==> src/tpar_pkg.sv <==
// Shared types and constants for the tensor permute address remap block.
// No dependencies; imported by every module under src.
`timescale 1ns / 1ps

package tpar_pkg;

    localparam int DATA_W       = 32;
    localparam int MAX_DIMS_DEF = 4;
    localparam int QUEUE_DEPTH  = 2;
    localparam int CNT_W        = $clog2(DATA_W);

    typedef struct packed {
        logic [DATA_W-1:0] index;
        logic [DATA_W-1:0] value;
        logic              last;
    } t_item;

    typedef struct packed {
        logic full;
        logic empty;
    } t_q_status;

endpackage

==> src/tpar_cfg.sv <==
// Stride register file: decodes configuration writes into input and output strides.
// Depends on tpar_pkg.
`timescale 1ns / 1ps

module tpar_cfg #(
    parameter int MAX_DIMS = tpar_pkg::MAX_DIMS_DEF
) (
    input  logic                                         i_clk,
    input  logic                                         i_rst_n,
    input  logic                                         i_cfg_valid,
    output logic                                         o_cfg_ready,
    input  logic [$clog2(2*MAX_DIMS)-1:0]                i_cfg_index,
    input  logic [tpar_pkg::DATA_W-1:0]                  i_cfg_data,
    output logic [MAX_DIMS-1:0][tpar_pkg::DATA_W-1:0]    o_in_stride,
    output logic [MAX_DIMS-1:0][tpar_pkg::DATA_W-1:0]    o_out_stride
);
    import tpar_pkg::*;

    localparam int IDX_W = $clog2(2*MAX_DIMS);

    logic [MAX_DIMS-1:0][DATA_W-1:0] r_in_stride;
    logic [MAX_DIMS-1:0][DATA_W-1:0] r_out_stride;
    logic [MAX_DIMS-1:0][DATA_W-1:0] n_in_stride;
    logic [MAX_DIMS-1:0][DATA_W-1:0] n_out_stride;

    assign o_cfg_ready  = 1'b1;
    assign o_in_stride  = r_in_stride;
    assign o_out_stride = r_out_stride;

    always_comb begin
        n_in_stride  = r_in_stride;
        n_out_stride = r_out_stride;
        if (i_cfg_valid) begin
            for (int d = 0; d < MAX_DIMS; d++) begin
                if (i_cfg_index == IDX_W'(d)) begin
                    n_in_stride[d] = i_cfg_data;
                end
                if (i_cfg_index == IDX_W'(MAX_DIMS + d)) begin
                    n_out_stride[d] = i_cfg_data;
                end
            end
        end
    end

    always_ff @(posedge i_clk) begin
        if (!i_rst_n) begin
            for (int d = 0; d < MAX_DIMS; d++) begin
                r_in_stride[d]  <= DATA_W'(1);
                r_out_stride[d] <= (d == 0) ? DATA_W'(1) : '0;
            end
        end else begin
            r_in_stride  <= n_in_stride;
            r_out_stride <= n_out_stride;
        end
    end

endmodule

==> src/tpar_front.sv <==
// Front end: accepts input words, numbers them with the linear index, queues them.
// Depends on tpar_pkg.
`timescale 1ns / 1ps

module tpar_front (
    input  logic                         i_clk,
    input  logic                         i_rst_n,
    input  logic                         i_valid,
    output logic                         o_ready,
    input  logic [tpar_pkg::DATA_W-1:0]  i_value,
    input  logic                         i_last,
    input  tpar_pkg::t_q_status          i_q_status,
    output logic                         o_push,
    output tpar_pkg::t_item              o_item
);
    import tpar_pkg::*;

    logic [DATA_W-1:0] r_index;
    logic [DATA_W-1:0] n_index;
    logic              accept;

    assign o_ready = !i_q_status.full;
    assign accept  = i_valid && o_ready;
    assign o_push  = accept;

    assign o_item.index = r_index;
    assign o_item.value = i_value;
    assign o_item.last  = i_last;

    always_comb begin
        n_index = r_index;
        if (accept) begin
            n_index = i_last ? '0 : r_index + DATA_W'(1);
        end
    end

    always_ff @(posedge i_clk) begin
        if (!i_rst_n) begin
            r_index <= '0;
        end else begin
            r_index <= n_index;
        end
    end

    a_index_wrap: assert property (@(posedge i_clk) disable iff (!i_rst_n)
        (accept && i_last) |=> (r_index == '0))
        else $error("linear index did not return to zero after last word");

endmodule

==> src/tpar_fifo.sv <==
// Short queue between front and back ends.
// Depends on tpar_pkg.
`timescale 1ns / 1ps

module tpar_fifo (
    input  logic                 i_clk,
    input  logic                 i_rst_n,
    input  logic                 i_push,
    input  tpar_pkg::t_item      i_item,
    input  logic                 i_pop,
    output tpar_pkg::t_item      o_item,
    output tpar_pkg::t_q_status  o_status
);
    import tpar_pkg::*;

    localparam int PTR_W = (QUEUE_DEPTH > 1) ? $clog2(QUEUE_DEPTH) : 1;
    localparam int CNT_Q = $clog2(QUEUE_DEPTH + 1);

    t_item             r_mem [QUEUE_DEPTH];
    logic [PTR_W-1:0]  r_wr_ptr;
    logic [PTR_W-1:0]  r_rd_ptr;
    logic [CNT_Q-1:0]  r_count;
    logic [PTR_W-1:0]  n_wr_ptr;
    logic [PTR_W-1:0]  n_rd_ptr;
    logic [CNT_Q-1:0]  n_count;

    assign o_status.full  = (r_count == CNT_Q'(QUEUE_DEPTH));
    assign o_status.empty = (r_count == '0);
    assign o_item         = r_mem[r_rd_ptr];

    always_comb begin
        n_wr_ptr = r_wr_ptr;
        n_rd_ptr = r_rd_ptr;
        n_count  = r_count;
        if (i_push) begin
            n_wr_ptr = (r_wr_ptr == PTR_W'(QUEUE_DEPTH - 1)) ? '0 : r_wr_ptr + PTR_W'(1);
        end
        if (i_pop) begin
            n_rd_ptr = (r_rd_ptr == PTR_W'(QUEUE_DEPTH - 1)) ? '0 : r_rd_ptr + PTR_W'(1);
        end
        if (i_push && !i_pop) begin
            n_count = r_count + CNT_Q'(1);
        end else if (i_pop && !i_push) begin
            n_count = r_count - CNT_Q'(1);
        end
    end

    always_ff @(posedge i_clk) begin
        if (!i_rst_n) begin
            r_wr_ptr <= '0;
            r_rd_ptr <= '0;
            r_count  <= '0;
        end else begin
            r_wr_ptr <= n_wr_ptr;
            r_rd_ptr <= n_rd_ptr;
            r_count  <= n_count;
        end
    end

    always_ff @(posedge i_clk) begin
        if (i_push) begin
            r_mem[r_wr_ptr] <= i_item;
        end
    end

    a_no_pop_empty: assert property (@(posedge i_clk) disable iff (!i_rst_n)
        i_pop |-> !o_status.empty)
        else $error("pop from empty queue");

    a_count_bound: assert property (@(posedge i_clk) disable iff (!i_rst_n)
        r_count <= CNT_Q'(QUEUE_DEPTH))
        else $error("queue count beyond depth");

endmodule

==> src/tpar_back.sv <==
// Back end: bit-serial divider per dimension, one multiply and accumulate, output register.
// Depends on tpar_pkg.
`timescale 1ns / 1ps

module tpar_back #(
    parameter int MAX_DIMS = tpar_pkg::MAX_DIMS_DEF
) (
    input  logic                                       i_clk,
    input  logic                                       i_rst_n,
    input  tpar_pkg::t_q_status                        i_q_status,
    input  tpar_pkg::t_item                            i_item,
    output logic                                       o_pop,
    input  logic [MAX_DIMS-1:0][tpar_pkg::DATA_W-1:0]  i_in_stride,
    input  logic [MAX_DIMS-1:0][tpar_pkg::DATA_W-1:0]  i_out_stride,
    output logic                                       o_valid,
    input  logic                                       i_ready,
    output logic [tpar_pkg::DATA_W-1:0]                o_addr,
    output logic [tpar_pkg::DATA_W-1:0]                o_value,
    output logic                                       o_last
);
    import tpar_pkg::*;

    localparam int DIM_W = (MAX_DIMS > 1) ? $clog2(MAX_DIMS) : 1;

    typedef enum logic [4:0] {
        S_IDLE = 5'b00001,
        S_DIV  = 5'b00010,
        S_MUL  = 5'b00100,
        S_ACC  = 5'b01000,
        S_DONE = 5'b10000
    } t_state;

    t_state            r_state,     n_state;
    logic [DIM_W-1:0]  r_dim,       n_dim;
    logic [CNT_W-1:0]  r_cnt,       n_cnt;
    logic [DATA_W-1:0] r_rem,       n_rem;
    logic [DATA_W-1:0] r_dvd,       n_dvd;
    logic [DATA_W-1:0] r_part,      n_part;
    logic [DATA_W-1:0] r_quo,       n_quo;
    logic [DATA_W-1:0] r_prod,      n_prod;
    logic [DATA_W-1:0] r_addr,      n_addr;
    logic [DATA_W-1:0] r_value,     n_value;
    logic              r_last,      n_last;
    logic              r_out_valid, n_out_valid;
    logic [DATA_W-1:0] r_out_addr,  n_out_addr;
    logic [DATA_W-1:0] r_out_value, n_out_value;
    logic              r_out_last,  n_out_last;

    logic [DATA_W-1:0] sel_in;
    logic [DATA_W-1:0] sel_out;
    logic [DATA_W:0]   shifted;
    logic [DATA_W:0]   diff;
    logic              fits;
    logic              out_free;

    always_comb begin
        sel_in  = '0;
        sel_out = '0;
        for (int d = 0; d < MAX_DIMS; d++) begin
            if (r_dim == DIM_W'(d)) begin
                sel_in  = i_in_stride[d];
                sel_out = i_out_stride[d];
            end
        end
    end

    assign shifted  = {r_part, r_dvd[DATA_W-1]};
    assign diff     = shifted - {1'b0, sel_in};
    assign fits     = (shifted >= {1'b0, sel_in});
    assign out_free = !r_out_valid || i_ready;

    always_comb begin
        n_state     = r_state;
        n_dim       = r_dim;
        n_cnt       = r_cnt;
        n_rem       = r_rem;
        n_dvd       = r_dvd;
        n_part      = r_part;
        n_quo       = r_quo;
        n_prod      = r_prod;
        n_addr      = r_addr;
        n_value     = r_value;
        n_last      = r_last;
        n_out_valid = r_out_valid;
        n_out_addr  = r_out_addr;
        n_out_value = r_out_value;
        n_out_last  = r_out_last;
        o_pop       = 1'b0;

        if (r_out_valid && i_ready) begin
            n_out_valid = 1'b0;
        end

        case (r_state)
            S_IDLE: begin
                if (!i_q_status.empty) begin
                    o_pop   = 1'b1;
                    n_rem   = i_item.index;
                    n_dvd   = i_item.index;
                    n_part  = '0;
                    n_quo   = '0;
                    n_cnt   = '0;
                    n_dim   = '0;
                    n_addr  = '0;
                    n_value = i_item.value;
                    n_last  = i_item.last;
                    n_state = S_DIV;
                end
            end
            S_DIV: begin
                n_part = fits ? diff[DATA_W-1:0] : shifted[DATA_W-1:0];
                n_quo  = {r_quo[DATA_W-2:0], fits};
                n_dvd  = {r_dvd[DATA_W-2:0], 1'b0};
                n_cnt  = r_cnt + CNT_W'(1);
                if (r_cnt == CNT_W'(DATA_W - 1)) begin
                    n_state = S_MUL;
                end
            end
            S_MUL: begin
                // zero stride: coordinate 0, remainder passes on
                if (sel_in == '0) begin
                    n_prod = '0;
                end else begin
                    n_prod = r_quo * sel_out;
                    n_rem  = r_part;
                end
                n_state = S_ACC;
            end
            S_ACC: begin
                n_addr = r_addr + r_prod;
                if (r_dim == DIM_W'(MAX_DIMS - 1)) begin
                    n_state = S_DONE;
                end else begin
                    n_dim   = r_dim + DIM_W'(1);
                    n_dvd   = r_rem;
                    n_part  = '0;
                    n_quo   = '0;
                    n_cnt   = '0;
                    n_state = S_DIV;
                end
            end
            S_DONE: begin
                if (out_free) begin
                    n_out_valid = 1'b1;
                    n_out_addr  = r_addr;
                    n_out_value = r_value;
                    n_out_last  = r_last;
                    n_state     = S_IDLE;
                end
            end
            default: begin
                n_state = S_IDLE;
            end
        endcase
    end

    always_ff @(posedge i_clk) begin
        if (!i_rst_n) begin
            r_state     <= S_IDLE;
            r_dim       <= '0;
            r_cnt       <= '0;
            r_out_valid <= 1'b0;
        end else begin
            r_state     <= n_state;
            r_dim       <= n_dim;
            r_cnt       <= n_cnt;
            r_out_valid <= n_out_valid;
        end
    end

    always_ff @(posedge i_clk) begin
        r_rem       <= n_rem;
        r_dvd       <= n_dvd;
        r_part      <= n_part;
        r_quo       <= n_quo;
        r_prod      <= n_prod;
        r_addr      <= n_addr;
        r_value     <= n_value;
        r_last      <= n_last;
        r_out_addr  <= n_out_addr;
        r_out_value <= n_out_value;
        r_out_last  <= n_out_last;
    end

    assign o_valid = r_out_valid;
    assign o_addr  = r_out_addr;
    assign o_value = r_out_value;
    assign o_last  = r_out_last;

    a_part_below_divisor: assert property (@(posedge i_clk) disable iff (!i_rst_n)
        (r_state == S_DIV && sel_in != '0) |-> (r_part < sel_in))
        else $error("partial remainder not below divisor");

    a_div_count_wrapped: assert property (@(posedge i_clk) disable iff (!i_rst_n)
        (r_state == S_MUL) |-> (r_cnt == '0))
        else $error("divider step count not complete");

    a_done_loads_output: assert property (@(posedge i_clk) disable iff (!i_rst_n)
        (r_state == S_DONE && out_free) |=> (r_out_valid && r_state == S_IDLE))
        else $error("finished word not moved to output register");

endmodule

==> src/tensor_permute_address_remap.sv <==
// Top level of the tensor permute address remap block.
// Depends on tpar_pkg, tpar_cfg, tpar_front, tpar_fifo and tpar_back.
`timescale 1ns / 1ps
//
// Usage:
//   s_axis carries one tensor element per word (tdata = element value, tlast
//   marks the final element). m_axis returns one word per input word with the
//   remapped destination address. The linear index counts accepted words and
//   returns to 0 after a word with tlast set.
//   The cfg channel writes strides: index 0..MAX_DIMS-1 are input strides,
//   MAX_DIMS..2*MAX_DIMS-1 output strides, others ignored. Write only while idle.
// Processing:
//   In the back end each word takes, per dimension, a 32-step bit-serial
//   divider, one multiply and one accumulate. The front end and a two-entry
//   queue accept words while the back end is busy; one word is worked on at
//   a time.
// Reset:
//   Synchronous, active low. Input strides go to 1, output stride 0 to 1 and
//   the others to 0, so the address equals the index; the index goes to 0.
// Stall:
//   A stalled m_axis holds its word; the back end waits with its finished
//   result, then the queue fills and s_axis_tready drops.

module tensor_permute_address_remap #(
    parameter int MAX_DIMS = tpar_pkg::MAX_DIMS_DEF
) (
    input  logic                                i_clk,
    input  logic                                i_rst_n,
    input  logic                                s_axis_tvalid,
    output logic                                s_axis_tready,
    input  logic [tpar_pkg::DATA_W-1:0]         s_axis_tdata,   // [31:0] elem_value
    input  logic                                s_axis_tlast,   // elem_last
    output logic                                m_axis_tvalid,
    input  logic                                m_axis_tready,
    output logic [2*tpar_pkg::DATA_W-1:0]       m_axis_tdata,   // [31:0] dest_address, [63:32] dest_value
    output logic                                m_axis_tlast,   // dest_last
    input  logic                                i_cfg_valid,
    output logic                                o_cfg_ready,
    input  logic [$clog2(2*MAX_DIMS)-1:0]       i_cfg_index,
    input  logic [tpar_pkg::DATA_W-1:0]         i_cfg_data
);
    import tpar_pkg::*;

    logic [MAX_DIMS-1:0][DATA_W-1:0] in_stride;
    logic [MAX_DIMS-1:0][DATA_W-1:0] out_stride;
    t_q_status                       q_status;
    t_item                           push_item;
    t_item                           head_item;
    logic                            push;
    logic                            pop;
    logic [DATA_W-1:0]               dest_addr;
    logic [DATA_W-1:0]               dest_value;

    tpar_cfg #(
        .MAX_DIMS (MAX_DIMS)
    ) u_cfg (
        .i_clk        (i_clk),
        .i_rst_n      (i_rst_n),
        .i_cfg_valid  (i_cfg_valid),
        .o_cfg_ready  (o_cfg_ready),
        .i_cfg_index  (i_cfg_index),
        .i_cfg_data   (i_cfg_data),
        .o_in_stride  (in_stride),
        .o_out_stride (out_stride)
    );

    tpar_front u_front (
        .i_clk      (i_clk),
        .i_rst_n    (i_rst_n),
        .i_valid    (s_axis_tvalid),
        .o_ready    (s_axis_tready),
        .i_value    (s_axis_tdata),
        .i_last     (s_axis_tlast),
        .i_q_status (q_status),
        .o_push     (push),
        .o_item     (push_item)
    );

    tpar_fifo u_fifo (
        .i_clk    (i_clk),
        .i_rst_n  (i_rst_n),
        .i_push   (push),
        .i_item   (push_item),
        .i_pop    (pop),
        .o_item   (head_item),
        .o_status (q_status)
    );

    tpar_back #(
        .MAX_DIMS (MAX_DIMS)
    ) u_back (
        .i_clk        (i_clk),
        .i_rst_n      (i_rst_n),
        .i_q_status   (q_status),
        .i_item       (head_item),
        .o_pop        (pop),
        .i_in_stride  (in_stride),
        .i_out_stride (out_stride),
        .o_valid      (m_axis_tvalid),
        .i_ready      (m_axis_tready),
        .o_addr       (dest_addr),
        .o_value      (dest_value),
        .o_last       (m_axis_tlast)
    );

    assign m_axis_tdata = {dest_value, dest_addr};

endmodule

==> config.mk <==
export PLATFORM = sky130hd
export DESIGN_NAME = tensor_permute_address_remap
export DESIGN_NICKNAME = d
export VERILOG_FILES = /design/src/tpar_pkg.sv /design/src/tpar_cfg.sv /design/src/tpar_front.sv /design/src/tpar_fifo.sv /design/src/tpar_back.sv /design/src/tensor_permute_address_remap.sv
export SDC_FILE = /design/constraint.sdc
export NUM_CORES = 2
export LEC_CHECK = 0
export BUFFER_PORTS_ARGS = -buffer_cell sky130_fd_sc_hd__buf_2
export CAP_MARGIN = 5
export CELL_PAD_IN_SITES_DETAIL_PLACEMENT = 2
export CELL_PAD_IN_SITES_GLOBAL_PLACEMENT = 2
export CORE_MARGIN = 3
export CORE_UTILIZATION = 38
export CTS_BUF_LIST = sky130_fd_sc_hd__clkbuf_16
export DETAILED_ROUTE_END_ITERATION = 16
export PLACE_DENSITY_LB_ADDON = 0.15
export SYNTH_ARGS = -nofsm -noshare
export SYNTH_HDL_FRONTEND = slang
export SYNTH_SLANG_ARGS = --single-unit
==> constraint.sdc <==
create_clock -name i_clk -period 8.18 [get_ports i_clk]
set_input_delay 0.409 -clock i_clk [delete_from_list [all_inputs] [get_ports i_clk]]
set_output_delay 0.409 -clock i_clk [all_outputs]
set_load 0.05 [all_outputs]
Word level (Yosys, flattened, before mapping)
Memory sizes are Yosys's and may differ from the RTL's. A register that Yosys moved wholly into a read port is not among the register bits.
Cells that the tools add are included.
W data, S select, Z words.

word-level totals
  register bits = 595
  bits in latches = 0
  bits in writable memories = 130
  memory bits (read-only) = 0
  input bits = 73
  output and inout port bits = 68
  memories kept = 1

memories
  memory        depth  bits a word  read ports  clocked after memory_dff  write ports  line             text
  u_fifo.r_mem  2      65           1           1                         1            tpar_fifo.sv:19  t_item r_mem [QUEUE_DEPTH];

cells by class
  add/subtract/negate cells = 9
  $mul = 1
  div/mod/pow operators = 0
  magnitude comparators = 1
  equality and inequality tests = 22
  shifts and indexed selects = 0
  multiplexer cells = 44
  bitwise gates (word level) = 1
  reductions and logical operators = 32

operators with widths
  kind                     count
  $mux W32                 15
  $pmux W32 S3             3
  $pmux W32 S2             2
  $ge A33 B32 Y1           1
  $add A32 B1 Y32 const B  1
  $add A32 B32 Y32         1
  $logic_not A32 Y1        1
  $mul A32 B32 Y32         1
  $sub A32 B32 Y32         1
  $mux W5                  6
  $pmux W5 S5              1
  $reduce_and A2 Y1        11
  $pmux W5 S3              1
  $eq A3 B3 Y1 const B     4
  $reduce_and A3 Y1        4
  $mux W1                  11
  $eq A5 B5 Y1 const B     2
  $mux W2                  4
  $eq A2 B2 Y1 const B     3
  $eq A3 B2 Y1 const B     2
  $ne A2 B2 Y1 const B     3
  $reduce_bool A2 Y1       3
  $add A5 B1 Y5 const B    1
  $eq A5 B1 Y1 const B     1
  other kinds (17)         27

Longest topological paths before layout
  word-level depth = 8
  gate-level depth with buffers = 39
  gate-level depth less buffers = 34

Hierarchy
Synthesis repeated with hierarchy kept, for this count alone.

unflattened totals
  cell total of the unflattened synthesis = 4610
  area, all modules = 47874.7 um2

by module, submodules not included
  module      times used  cells each  area each (um2)  seq. area each (um2)
  tpar_back   1           3294        31851.8          8968.6
  tpar_cfg    1           874         9230.1           5124.9
  tpar_fifo   1           224         4923.5           4003.8
  tpar_front  1           218         1869.3           640.6

Worst setup path after synthesis
OpenSTA, ideal clock, no wires.

  path kind = register -> register
  start = register u_back.r_dim[0]
  end = register u_back.r_prod[31], data pin
  library setup time = 0.138 ns
  data arrival time = 8.026 ns
  data required time = 8.042 ns
  slack = 0.015 ns
  stages on the path, launching flop included = 34
  cell sequence = dfxtp_1 > inv_1 > ha_1 > buf_2 > buf_4 > buf_2 > nand2_1 > o211ai_1 > o311a_1 > clkbuf_1 > clkbuf_1 > nand2_1 > fa_1 > fa_1 > fa_1 > fa_1 > inv_1 > fa_1 > inv_1 > fa_1 > fa_1 > fa_1 > inv_1 > ha_1 > a21o_1 > a21oi_1 > a21oi_1 > and2_1 > and3_1 > o21ai_0 > o21bai_1 > a21oi_1 > xnor3_1 > nor2_1

on the way
  longest elaborated chain between the ends = 6
  elaborated cells between the ends (all ways) = 14
  those cells by class = mul (1); eq/ne (3); mux (8); reduce/logical (2)

RTL lines
  element                                                line                                text
  from (decl)                                            tpar_back.sv:34                     logic [DIM_W-1:0] r_dim, n_dim;
  from (signal assigned)                                 tpar_back.sv:165                    r_dim <= n_dim;
  $logic_not A2 Y1                                       tpar_back.sv:60                     if (r_dim == DIM_W'(d)) begin
  $mux W32 (4 in series)                                 tpar_back.sv:60
  $mul A32 B32 Y32 or $logic_not A32 Y1 (tied branches)  tpar_back.sv:124, tpar_back.sv:121
  to (signal assigned)                                   tpar_back.sv:176                    r_prod <= n_prod;
  to (decl)                                              tpar_back.sv:40                     logic [DATA_W-1:0] r_prod, n_prod;

Several ways; a longest one is shown, not always the timed one.
A chain may end at the register's enable or synchronous reset.

Worst setup path after layout
Same ends and word-level chain as after synthesis.

==> qor.txt <==
Yosys top cell by area - edfxtp_1
Sw Pwr - 5.935 mW
Vias in the first global route - 40.20k
Crit share post-route - 99.29%
Synth top area cells - edfxtp_1 26%, fa_1 17%, dfxtp_1 13%, nand2_1 7.1%, ha_1 5.1%
Worst skew pair latency - 0.70 ns
Cell Int Power - 9.422 mW
Mean Syn Cell Area - 9.935 sq um
Static Leak - 22.29 nW
Crit Path Category - flop to flop
Largest net degree at the start of global routing - 97
GRT Total Usage - 24.57%
Iter 0 DRT Violations - 1809
CTS sink count - 726
# fillers - 13.08k
Most frequent cells in the layout - 903 x nand2_1, 453 x inv_1, 420 x edfxtp_1, 391 x fa_1, 317 x and2_1
CTS root buf - clkbuf_16
Yosys top cell area share - 26.40%
Max-cap check violation count - 0
Flop pwr share - 36.5%
Htree depth - 3
Wire per inst - 24.09 um
Core ar. - 124300 sq um
CP max stage delay - 0.60 ns
PwrDens - 278.4 nW/um^2
Hold Slack - 0.07880 ns
Measured slew at the worst slew-check pin - 1.230 ns
First-pass GRT wire length - 246000 um
Effective utilization at floorplan - 38.44%
Endpoints failing setup - 0
Post-DP Area - 51240 sq um
WP data required - 8.61 ns
Clock-pin transition on the worst setup and hold timing paths - 0.06 ns
Combinational power share - 38.7%
Via density - 5.257
CP dominant cell by count - fa_1
Final Instance Area - 55160 sq um
Ys async rst share - 0%
Gr ovfl total - 0
Startpoint Class - flop
Worst path slowest cell - fa_1
Die Width - 360.6 um
Post-route DRC - 0
WP data arrival - 8.55 ns
Hold Path Class - primary input to flop
Critical path peak fanout - 11
Ports - 141
Yosys cell types - 77
Remaining antenna violation count after routing - 0
Prevailing post-synth register cell - edfxtp_1
EDFF count, synth - 420
VDD IR max - 0.2709 mV
Status - finished, final reports clean
Post-DP HPWL - 114400 um
Final min period - 8.122 ns
Unrepaired setup endpoints after global routing - true
Syn Nets - 5486
Drt first pass iters - 5
Synthesized area - 47780 sq um
Area Growth Syn to Fin - 15.45%
Cells after synthesis - 4809
Fmax - 0.1231 GHz
Headroom to the max-slew limit - 17.99%
Ys Warns - 0
Seq/Total Area, Yosys - 39.22%
Final Hold Fails - 0
Antenna violations before repair - 2
Commonest non-fill, non-tap cell in the layout - nand2_1
TritonCTS clock tree - yes
Fin Clk Skew - 0.03790 ns
Max clock buf depth - 3
Pins Over Slew Limit - 0
Die height - 360.6 um
CTS Buf Count - 87
Clk pwr share - 24.9%
Cell Rows - 129
Final WL - 161800 um
Post-synthesis register bit count - 726
Final Net Count - 5686
Area of the die - 130000 sq um
GPL Wtd Cong - 0.8302
CP endpoint kind - flop
Port Buffer Count - 139
Switch share - 38.65%
Share of layout cells above drive strength 1 - 12.82%
Vias post-DR - 35.31k
[per-stage QoR]
| step | setup TNS [ns] | power (mW) | std cells | setup WS (ns) | util [%] |
|---|---|---|---|---|---|
| 2_1_floorplan | 0 | 8.939 | 4809 | 0.01511 | - |
| 3_3_place_gp | -0.06154 | 11.02 | 6491 | -0.05086 | 41.23 |
| 3_5_place_dp | -1.310 | 11.38 | 6491 | -0.3680 | 41.23 |
| 4_1_cts | 0 | 15.35 | 6693 | 0.01035 | 43.84 |
| 5_1_grt | -1.074 | 16.32 | 6717 | -0.2201 | 44.38 |
| 6_report | 0 | 15.36 | 6717 | 0.05794 | 44.38 |
[worst max-delay path: cells and delay by family, from the launching register on]
| kind | cells | cell delay, ns |
|---|---|---|
| adder cells (fa/ha/maj) | 9 | 4.19 |
| AND/OR/NAND/NOR | 2 | 0.21 |
| buffers and inverters | 7 | 0.96 |
| flip-flops | 1 | 0.36 |
| XOR/XNOR | 8 | 1.60 |
| AO/OA/AOI/OAI | 4 | 0.50 |
[cells by family (layout without fill, tap and decap cells)]
group | count (synthesis) | after routing | synth area share, %
xor+xnor | 160 | 160 | 3.020
buf+inv | 738 | 1007 | 6.120
fa+ha+maj | 604 | 604 | 22.26
flops | 726 | 726 | 39.22
mux | 93 | 93 | 2.035
compound gates | 786 | 786 | 11.00
other cells | 1 | 3 | 0.007849
simple gates | 1701 | 1701 | 16.33
[power by group through the flow]
stage / logic, mW / registers [mW] / clock network, mW
after floorplan: 3.68 / 5.26 / 0
after global placement: 5.43 / 5.59 / 0
after detailed placement: 5.72 / 5.67 / 0
after CTS: 5.84 / 5.60 / 3.91
after global routing: 6.58 / 5.67 / 4.07
final: 5.94 / 5.60 / 3.82
[final cells by class]
class	count	area, sq um	share of cell area [%]
Timing Repair Buffer	406	3232	5.860
Tap cell	1637	2048	3.714
Inverter	443	1665	3.019
Clock inverter	70	519.2	0.9414
Clock buffer	88	2202	3.993
Multi-Input combinational cell	3345	26730	48.47
Antenna cell	2	5.005	0.009074
Sequential cell	726	18750	33.99
[final timing paths]
kind                           start                endpoint  slack (ns)  cells past startpoint
setup / recovery     u_back.r_dim[0]       u_back.r_prod[31]        0.06                     30
hold / removal        i_cfg_data[19]  u_cfg.o_out_stride[19]        0.08                      3
setup reg to reg     u_back.r_dim[0]       u_back.r_prod[31]        0.06                     30
hold reg to reg   u_back.r_value[10]      u_back.o_value[10]        0.41                      0
[cells in the mapped netlist (all sizes together) (28+ instances only)]
cell type	n
and3	30
clkbuf	238
nand3b	37
edfxtp	420
o21ai	85
nand2	909
a21boi	259
a21o	53
fa	410
mux2	33
dfxtp	306
nand3	28
inv	442
ha	194
mux2i	60
nor2	235
buf	57
a22oi	32
xnor2	91
and2	322
a21oi	221
nand2b	37
xor2	66
[metal layers]
metal | part of all wire (%) | track usage (%) | up-vias
met4 | 3.7 | 8.441 | 0
met2 | 52 | 45.38 | 477
li1 | - | - | 16130
met5 | 0 | 0 | -
met1 | 42 | 29.60 | 18450
met3 | 2.5 | 2.673 | 245
[registers in the layout, summed over array words and instances (netlist names), 5 cells and up, named ones only]
| register | flops |
|---|---|
| u_back.r_cnt | 5 |
| u_back.r_value | 32 |
| u_back.r_part | 32 |
| u_back.o_value | 32 |
| u_fifo.r_mem | 130 |
| u_back.r_addr | 32 |
| u_back.r_quo | 32 |
| u_back.r_rem | 32 |
| u_back.o_addr | 32 |
| u_back.r_dvd | 32 |
| u_back.r_state | 5 |
| u_back.r_prod | 32 |
| u_cfg.o_out_stride | 128 |
| u_cfg.o_in_stride | 128 |
| u_front.r_index | 32 |
[repair_timing]
action | 4_1_cts | 5_1_grt
endpoints found under the setup margin | 9 | 11
endpoints found under the hold margin | 66 | 0
gates resized for setup | 19 | 110
hold buffers | 33 | 0
setup buffers | 10 | 21
pin swaps | 14 | 65
cloned | 1 | 2
Note: power is estimated with default switching activity, not from simulation.
